## src/scrf_pkg.sv

```systemverilog
// shared types, constants and register codes of the sensor change report framer
package scrf_pkg;

  localparam int ADC_BITS = 10;
  localparam int REF_MV = 1450;
  // dividend 2^ADC_BITS * 1450 needs ADC_BITS + 11 bits
  localparam int DIVD_W = ADC_BITS + 11;
  localparam int DIVIDEND = (1 << ADC_BITS) * REF_MV;
  localparam int DIV_CNT_W = $clog2(DIVD_W + 1);

  localparam int CFG_IDX_W = 1;
  localparam int CFG_DATA_W = 32;

  localparam logic [31:0] DEVICE_ID_RST = 32'hDEAD0002;
  localparam logic [15:0] HEARTBEAT_RST = 16'd3296;
  localparam logic [15:0] QUIET_RST = 16'd32767;
  localparam logic [15:0] MV_MAX = 16'hFFFF;

  localparam int BYTE_IDX_W = 4;
  localparam logic [BYTE_IDX_W-1:0] LAST_BYTE_IDX = 4'd8;

  typedef enum logic [CFG_IDX_W-1:0] {
    CFG_DEVICE_ID = 1'b0,
    CFG_HEARTBEAT = 1'b1
  } cfg_reg_t;

  typedef enum logic [1:0] {
    REASON_BOTH      = 2'd0,
    REASON_REED      = 2'd1,
    REASON_TAMPER    = 2'd2,
    REASON_HEARTBEAT = 2'd3
  } reason_t;

  typedef struct packed {
    logic                reed_switch;
    logic                tamper_switch;
    logic [ADC_BITS-1:0] adc_code;
  } in_word_t;

  typedef struct packed {
    logic [7:0] packet_byte;
    logic [1:0] reason_code;
    logic       last_byte;
  } out_word_t;

  // controller to datapath
  typedef struct packed {
    logic accept;
    logic byte_take;
  } cmd_t;

  // datapath to controller
  typedef struct packed {
    logic report;
    logic div_done;
    logic last_byte;
  } status_t;

endpackage

```

## src/scrf_div.sv

```systemverilog
// serial restoring divider: constant dividend over the adc code, one quotient bit a cycle
module scrf_div (
  input  logic                           clk,
  input  logic                           rst_n,
  input  logic                           start,
  input  logic [scrf_pkg::ADC_BITS-1:0]  divisor,
  output logic [scrf_pkg::DIVD_W-1:0]    quotient,
  output logic                           done
);

  logic [scrf_pkg::DIVD_W-1:0]    quo_r;
  logic [scrf_pkg::ADC_BITS-1:0]  rem_r;
  logic [scrf_pkg::ADC_BITS-1:0]  dvs_r;
  logic [scrf_pkg::DIV_CNT_W-1:0] cnt_r;
  logic                           busy_r;
  logic                           done_r;

  logic [scrf_pkg::ADC_BITS:0]    rem_sh;
  logic [scrf_pkg::ADC_BITS:0]    rem_diff;
  logic                           q_bit;
  logic [scrf_pkg::ADC_BITS-1:0]  rem_nxt;

  always_comb begin
    rem_sh   = {rem_r, quo_r[scrf_pkg::DIVD_W-1]};
    rem_diff = rem_sh - {1'b0, dvs_r};
    q_bit    = (rem_sh >= {1'b0, dvs_r});
    // a zero divisor makes every bit one, the result saturates downstream
    rem_nxt  = q_bit ? rem_diff[scrf_pkg::ADC_BITS-1:0] : rem_sh[scrf_pkg::ADC_BITS-1:0];
  end

  always_ff @(posedge clk) begin
    if (!rst_n) begin
      busy_r <= 1'b0;
      done_r <= 1'b0;
      cnt_r  <= '0;
    end else begin
      done_r <= 1'b0;
      if (start) begin
        busy_r <= 1'b1;
        cnt_r  <= scrf_pkg::DIV_CNT_W'(scrf_pkg::DIVD_W);
      end else if (busy_r) begin
        cnt_r <= cnt_r - scrf_pkg::DIV_CNT_W'(1);
        if (cnt_r == scrf_pkg::DIV_CNT_W'(1)) begin
          busy_r <= 1'b0;
          done_r <= 1'b1;
        end
      end
    end
  end

  always_ff @(posedge clk) begin
    if (start) begin
      quo_r <= scrf_pkg::DIVD_W'(scrf_pkg::DIVIDEND);
      rem_r <= '0;
      dvs_r <= divisor;
    end else if (busy_r) begin
      quo_r <= {quo_r[scrf_pkg::DIVD_W-2:0], q_bit};
      rem_r <= rem_nxt;
    end
  end

  assign quotient = quo_r;
  assign done     = done_r;

endmodule

```

## src/scrf_dp.sv

```systemverilog
// datapath: config registers, switch history, quiet count, divider and byte mux
module scrf_dp (
  input  logic                             clk,
  input  logic                             rst_n,
  input  logic                             cfg_we,
  input  logic [scrf_pkg::CFG_IDX_W-1:0]   cfg_index,
  input  logic [scrf_pkg::CFG_DATA_W-1:0]  cfg_wdata,
  input  scrf_pkg::in_word_t               in_word,
  input  scrf_pkg::cmd_t                   cmd,
  output scrf_pkg::status_t                status,
  output scrf_pkg::out_word_t              out_word
);

  logic [31:0]                        device_id_r;
  logic [15:0]                        heartbeat_r;
  logic                               last_reed_r;
  logic                               last_tamper_r;
  logic [15:0]                        quiet_r;
  logic                               reed_r;
  logic                               tamper_r;
  logic                               code_zero_r;
  scrf_pkg::reason_t                  reason_r;
  logic [scrf_pkg::BYTE_IDX_W-1:0]    idx_r;

  logic                               rc;
  logic                               tc;
  logic                               hb;
  logic                               report;
  scrf_pkg::reason_t                  reason_nxt;
  logic                               div_start;
  logic                               div_done;
  logic [scrf_pkg::DIVD_W-1:0]        quotient;
  logic [15:0]                        mv;
  logic [7:0]                         chk;
  logic [7:0]                         byte_sel;

  always_comb begin
    rc = in_word.reed_switch ^ last_reed_r;
    tc = in_word.tamper_switch ^ last_tamper_r;
    hb = (quiet_r >= heartbeat_r);
    report = rc | tc | hb;
    if (rc && tc) begin
      reason_nxt = scrf_pkg::REASON_BOTH;
    end else if (rc) begin
      reason_nxt = scrf_pkg::REASON_REED;
    end else if (tc) begin
      reason_nxt = scrf_pkg::REASON_TAMPER;
    end else begin
      reason_nxt = scrf_pkg::REASON_HEARTBEAT;
    end
  end

  assign div_start = cmd.accept & report;

  always_ff @(posedge clk) begin
    if (!rst_n) begin
      device_id_r <= scrf_pkg::DEVICE_ID_RST;
      heartbeat_r <= scrf_pkg::HEARTBEAT_RST;
    end else if (cfg_we) begin
      unique case (scrf_pkg::cfg_reg_t'(cfg_index))
        scrf_pkg::CFG_DEVICE_ID: device_id_r <= cfg_wdata;
        scrf_pkg::CFG_HEARTBEAT: heartbeat_r <= cfg_wdata[15:0];
        default: ;
      endcase
    end
  end

  always_ff @(posedge clk) begin
    if (!rst_n) begin
      last_reed_r   <= 1'b0;
      last_tamper_r <= 1'b0;
      quiet_r       <= scrf_pkg::QUIET_RST;
      idx_r         <= '0;
    end else begin
      if (cmd.accept) begin
        idx_r <= '0;
        if (report) begin
          last_reed_r   <= in_word.reed_switch;
          last_tamper_r <= in_word.tamper_switch;
          quiet_r       <= '0;
        end else if (quiet_r != 16'hFFFF) begin
          quiet_r <= quiet_r + 16'd1;
        end
      end else if (cmd.byte_take) begin
        idx_r <= idx_r + scrf_pkg::BYTE_IDX_W'(1);
      end
    end
  end

  // report payload, held for the nine bytes
  always_ff @(posedge clk) begin
    if (div_start) begin
      reed_r      <= in_word.reed_switch;
      tamper_r    <= in_word.tamper_switch;
      code_zero_r <= (in_word.adc_code == '0);
      reason_r    <= reason_nxt;
    end
  end

  scrf_div u_div (
    .clk      (clk),
    .rst_n    (rst_n),
    .start    (div_start),
    .divisor  (in_word.adc_code),
    .quotient (quotient),
    .done     (div_done)
  );

  always_comb begin
    if (code_zero_r || (|quotient[scrf_pkg::DIVD_W-1:16])) begin
      mv = scrf_pkg::MV_MAX;
    end else begin
      mv = quotient[15:0];
    end
    chk = device_id_r[31:24] ^ device_id_r[23:16] ^ device_id_r[15:8] ^ device_id_r[7:0]
        ^ {7'd0, tamper_r} ^ {7'd0, reed_r} ^ mv[15:8] ^ mv[7:0];
    case (idx_r)
      4'd0:    byte_sel = device_id_r[31:24];
      4'd1:    byte_sel = device_id_r[23:16];
      4'd2:    byte_sel = device_id_r[15:8];
      4'd3:    byte_sel = device_id_r[7:0];
      4'd4:    byte_sel = {7'd0, tamper_r};
      4'd5:    byte_sel = {7'd0, reed_r};
      4'd6:    byte_sel = mv[15:8];
      4'd7:    byte_sel = mv[7:0];
      default: byte_sel = chk;
    endcase
  end

  assign out_word.packet_byte = byte_sel;
  assign out_word.reason_code = reason_r;
  assign out_word.last_byte   = (idx_r == scrf_pkg::LAST_BYTE_IDX);

  assign status.report    = report;
  assign status.div_done  = div_done;
  assign status.last_byte = (idx_r == scrf_pkg::LAST_BYTE_IDX);

endmodule

```

## src/scrf_ctrl.sv

```systemverilog
// controller: accept a tick, wait for the divider, hand out the nine report words
module scrf_ctrl (
  input  logic               clk,
  input  logic               rst_n,
  input  logic               in_valid,
  output logic               in_ready,
  output logic               out_valid,
  input  logic               out_ready,
  input  scrf_pkg::status_t  status,
  output scrf_pkg::cmd_t     cmd
);

  typedef enum logic [1:0] {
    ST_IDLE,
    ST_DIVIDE,
    ST_SEND
  } state_t;

  state_t state_r;
  logic   in_ready_r;
  logic   out_valid_r;

  always_comb begin
    cmd.accept    = in_valid & in_ready_r;
    cmd.byte_take = out_valid_r & out_ready;
  end

  always_ff @(posedge clk) begin
    if (!rst_n) begin
      state_r     <= ST_IDLE;
      in_ready_r  <= 1'b1;
      out_valid_r <= 1'b0;
    end else begin
      unique case (state_r)
        ST_IDLE: begin
          // a tick that causes no report finishes in its accept cycle
          if (cmd.accept && status.report) begin
            state_r    <= ST_DIVIDE;
            in_ready_r <= 1'b0;
          end
        end
        ST_DIVIDE: begin
          if (status.div_done) begin
            state_r     <= ST_SEND;
            out_valid_r <= 1'b1;
          end
        end
        ST_SEND: begin
          if (cmd.byte_take && status.last_byte) begin
            state_r     <= ST_IDLE;
            out_valid_r <= 1'b0;
            in_ready_r  <= 1'b1;
          end
        end
        default: begin
          state_r     <= ST_IDLE;
          in_ready_r  <= 1'b1;
          out_valid_r <= 1'b0;
        end
      endcase
    end
  end

  assign in_ready  = in_ready_r;
  assign out_valid = out_valid_r;

  a_ready_valid_excl: assert property (@(posedge clk) disable iff (!rst_n)
    !(in_ready_r && out_valid_r))
    else $error("input ready while a report word is pending");

  a_done_in_divide: assert property (@(posedge clk) disable iff (!rst_n)
    status.div_done |-> state_r == ST_DIVIDE)
    else $error("divider finished outside the divide state");

  a_report_blocks_input: assert property (@(posedge clk) disable iff (!rst_n)
    cmd.accept && status.report |=> !in_ready_r && state_r == ST_DIVIDE)
    else $error("report tick did not start the divider");

  a_send_ends_on_last: assert property (@(posedge clk) disable iff (!rst_n)
    state_r == ST_SEND && cmd.byte_take && !status.last_byte |=> state_r == ST_SEND)
    else $error("report cut short before the checksum word");

endmodule

```

## src/sensor_change_report_framer_core.sv

```systemverilog
// top level of the sensor change report framer
// Takes one tick word (reed level, tamper level, reference adc code) when in_ready is high.
// A tick that changes neither switch and has not reached the heartbeat limit only bumps
// the quiet count and is done in its accept cycle. Otherwise nine report words follow:
// device id msb first, tamper, reed, supply millivolts (2^ADC_BITS*1450/code, saturated
// to 65535, zero code gives 65535) big-endian, and the xor checksum flagged by last_byte.
// The millivolt value is worked out by the bit-serial restoring divider before the first word;
// no new tick is taken until the checksum word has been accepted.
module sensor_change_report_framer_core (
  input  logic                             clk,
  input  logic                             rst_n,
  input  logic                             cfg_we,
  input  logic [scrf_pkg::CFG_IDX_W-1:0]   cfg_index,
  input  logic [scrf_pkg::CFG_DATA_W-1:0]  cfg_wdata,
  input  logic                             in_valid,
  output logic                             in_ready,
  input  scrf_pkg::in_word_t               in_data,
  output logic                             out_valid,
  input  logic                             out_ready,
  output scrf_pkg::out_word_t              out_data
);

  scrf_pkg::cmd_t    cmd;
  scrf_pkg::status_t status;

  scrf_ctrl u_ctrl (
    .clk       (clk),
    .rst_n     (rst_n),
    .in_valid  (in_valid),
    .in_ready  (in_ready),
    .out_valid (out_valid),
    .out_ready (out_ready),
    .status    (status),
    .cmd       (cmd)
  );

  scrf_dp u_dp (
    .clk       (clk),
    .rst_n     (rst_n),
    .cfg_we    (cfg_we),
    .cfg_index (cfg_index),
    .cfg_wdata (cfg_wdata),
    .in_word   (in_data),
    .cmd       (cmd),
    .status    (status),
    .out_word  (out_data)
  );

endmodule

```

## config.mk

```make
export PLATFORM = sky130hd
export DESIGN_NAME = sensor_change_report_framer_core
export DESIGN_NICKNAME = d
export VERILOG_FILES = /design/src/scrf_pkg.sv /design/src/scrf_div.sv /design/src/scrf_dp.sv /design/src/scrf_ctrl.sv /design/src/sensor_change_report_framer_core.sv
export SDC_FILE = /design/constraint.sdc
export NUM_CORES = 1
export LEC_CHECK = 0
export BUFFER_PORTS_ARGS = -buffer_cell sky130_fd_sc_hd__buf_2
export CAP_MARGIN = 20
export CORE_MARGIN = 1.5
export CORE_UTILIZATION = 55
export DETAILED_ROUTE_END_ITERATION = 8
export PLACE_DENSITY = 0.86
export SLEW_MARGIN = 20
export SYNTH_ARGS = -nofsm -noshare
export SYNTH_HDL_FRONTEND = slang
export SYNTH_HIERARCHICAL = 1
export SYNTH_SLANG_ARGS = --single-unit
```

## constraint.sdc

```tcl
create_clock -name clk -period 6.8 [get_ports clk]
set_input_delay 1.36 -clock clk [delete_from_list [all_inputs] [get_ports clk]]
set_output_delay 1.36 -clock clk [all_outputs]
set_load 0.005 [all_outputs]
```

==> reports/qor.csv <==
stage;metric;value;unit
logic_synthesis;sequential area share after synthesis;0.380;
layout;Non-Filler Instances;1032;
logic_synthesis;Post-synth EDFFs;15;
placement;Routability Congestion;0.876;
critical_path;Worst EP required;5.44;ns
min_path;Min-Delay Path Class;register to register;
clocking;clock latency on the worst-skew pair;0.42;ns
logic_synthesis;cell with the most instances after synthesis;nand2_1;
timing;final setup fails;0;
outcome;status;completed;
pwr;P per Cell Area;306;nW/um^2
placement;placed cell count;1000;
global_routing;global route total overflow;0;
floorplan;Die Y;117;um
floorplan;Rows;41;
logic_synthesis;top cells by area, synth;dfxtp_1, nand2_1, edfxtp_1;
route;antenna-violating nets left;0;
timing;Clock Skew;0.00800;ns
global_routing;global-route wire length before repair;27200;um
timing;final period utilization;0.597;
layout;Layout area overhead;13.1;%
logic_synthesis;Synth Flop Type;dfxtp_1;
route;DR vias;5959;
floorplan;Core Area;12600;um^2
critical_path;Worst Path Max Fanout;10;
floorplan;die width;117;um
logic_synthesis;post-synth top area share;0.316;
layout;layout cell share with drive strength beyond 1;0.149;
route;First DRT Iteration DRCs;377;
placement;dpl hpwl;11200;um
critical_path;CP Launch Point;u_dp/idx_r[0];
global_routing;GRT Total Usage;0.255;
logic_synthesis;Synth Instances;809;
critical_path;Arr. time, crit path;2.70;ns
clocking;Hold Buf Count CTS;0;
timing;Hold Vio Cnt, Final;0;
min_path;hold_sp;u_dp/heartbeat_r[14];
clocking;PostCTS Resize Cnt;0;
logic_synthesis;leading area contributor after synthesis;dfxtp_1;
pwr;Worst IR Drop VDD;0.000162;V
timing;fmax;246;MHz
logic_synthesis;Netlist cell types;76;
clocking;number of setup buffers added after CTS;0;
logic_synthesis;Synth async-reset ratio;0;
pwr;Final Total Pwr;2.45;mW
layout;area occupied by multi-input gates;4000;um^2
floorplan;starting density of the core;0.562;
clocking;TritonCTS clock tree;yes;
layout;sequential cell area;2690;um^2
clocking;clock-pin slew on the worst setup and hold paths;0.06;ns
route;detailed-route wire length per cell;16.0;um
logic_synthesis;YS warnings;6;
floorplan;die outline area;13600;um^2
critical_path;crit start category;register;
clocking;H-tree depth;4;
logic_synthesis;syn_nets;893;
timing;pin slew with the least headroom to its limit;1.06;ns
route;# DRC;0;
timing;max-slew violation count;0;
clocking;# clock sinks;127;
layout;Final #Nets;931;
global_routing;initial antenna violation count;1;
critical_path;Crit Path Category;register to primary output;
timing;Slew headroom;0.295;
timing;Fin Setup TNS;0;ns
layout;fill count;1033;
clocking;clk buf depth;2;
clocking;TritonCTS Buffers;17;
critical_path;RR Startpoint;u_dp/quiet_r[2];
critical_path;CP Capture Type;primary output;
clocking;Clock Tree Root;clkbuf_16;
timing;RSZ-0062 raised after global routing;no;
logic_synthesis;Mean Syn Cell Area;8.77;um^2
route;DR vias/cell;5.77;
timing;minimum clock period;4.06;ns
route;Post-Route WL;16500;um
logic_synthesis;most frequent cells after synthesis;nand2_1, dfxtp_1, nor2_1;
layout;ant diodes;0;
job;Max-Cap Viols;0;
logic_synthesis;FF+latch count, synth;127;
placement;Port Buf Inserts;62;
global_routing;pin count of the biggest net entering global routing;81;
route;first drt pass iteration count;5;
floorplan;number of I/O pins;63;
pwr;Leak;3.25;nW
global_routing;vias in the first global route;5672;
logic_synthesis;Post-Syn Area;7090;um^2
[layout make-up]
class | instances | area share
Clock buffer | 21 | 0.0615
Clock inverter | 11 | 0.0158
Inverter | 45 | 0.0211
Multi-Input combinational cell | 592 | 0.498
Sequential cell | 127 | 0.336
Tap cell | 172 | 0.0268
Timing Repair Buffer | 64 | 0.0406
[routing by layer]
layer / track usage / share of wire
met1: 0.318 / 0.43
met2: 0.440 / 0.50
met5: 0 / 0.00073
met4: 0.0932 / 0.017
met3: 0.0524 / 0.048
[state kept, by name, indices dropped and copies added, names as in the netlist]
register / cells
u_dp/u_div/dvs_r: 10
u_ctrl/in_ready: 1
u_dp/device_id_r: 32
u_dp/last_reed_r: 1
u_dp/u_div/quotient: 21
u_ctrl/state_r: 2
u_dp/reed_r: 1
u_dp/tamper_r: 1
u_dp/reason_r: 2
u_dp/idx_r: 4
u_dp/u_div/busy_r: 1
u_dp/code_zero_r: 1
u_dp/u_div/rem_r: 10
u_dp/u_div/cnt_r: 5
u_dp/last_tamper_r: 1
u_dp/u_div/done: 1
u_ctrl/out_valid: 1
u_dp/heartbeat_r: 16
u_dp/quiet_r: 16
[worst max-delay path, cell delays in order, from the launching register on]
cell and delay, ns:
dfxtp_1 0.42, inv_1 0.09, ha_1 0.34, o41ai_2 0.87, nor2_1 0.13, a32oi_1 0.27
buf_2 0.16
[logic make-up (layout without fill, tap and decap cells)]
| kind of cell | count (synthesis) | after routing | synth area share |
|---|---|---|---|
| flip-flops | 127 | 127 | 0.380 |
| buffers and inverters | 90 | 141 | 0.0594 |
| XOR/XNOR | 59 | 59 | 0.0750 |
| AND/OR/NAND/NOR | 278 | 278 | 0.183 |
| AO/OA/AOI/OAI | 192 | 192 | 0.200 |
| adder cells (fa/ha/maj) | 34 | 34 | 0.0610 |
| multiplexers | 29 | 29 | 0.0411 |
[power by group]
| part | internal (mW) | switching (mW) |
|---|---|---|
| sequential | 0.845 | 0.100 |
| clock | 0.594 | 0.342 |
| combinational | 0.261 | 0.312 |
[per-stage QoR]
stage                     worst slack [ns]  hold WS, ns  utilization  cell area [um^2]
after floorplan                       3.39        0.443            -              7090
after global placement                3.04        0.455        0.586              7390
after detailed placement              2.93        0.459        0.586              7390
after CTS                             2.76        0.467        0.635              8010
after global routing                  2.53        0.490        0.635              8020
final                                 2.74        0.465        0.635              8020
[worst paths after layout]
check / to / slack, ns / depth (start not counted)
setup reg to reg: u_dp/u_div/rem_r[9] / 3.41 / 11
setup / recovery: out_data[3] / 2.74 / 6
hold / removal: u_dp/heartbeat_r[14] / 0.47 / 2
hold reg to reg: u_dp/heartbeat_r[14] / 0.47 / 2
[cell usage in the layout (no fill, tap or decap), types with 24 or more instances in the layout]
cell type and instances:
inv_1 45, buf_2 62, nor2_1 52, dfxtp_1 111, xnor2_1 48, nand2_1 132
mux2i_1 28, a21boi_0 36, o21ai_0 28, ha_1 33, a21oi_1 24, nand3_1 24
No activity file was read; power rests on OpenSTA's default activity.
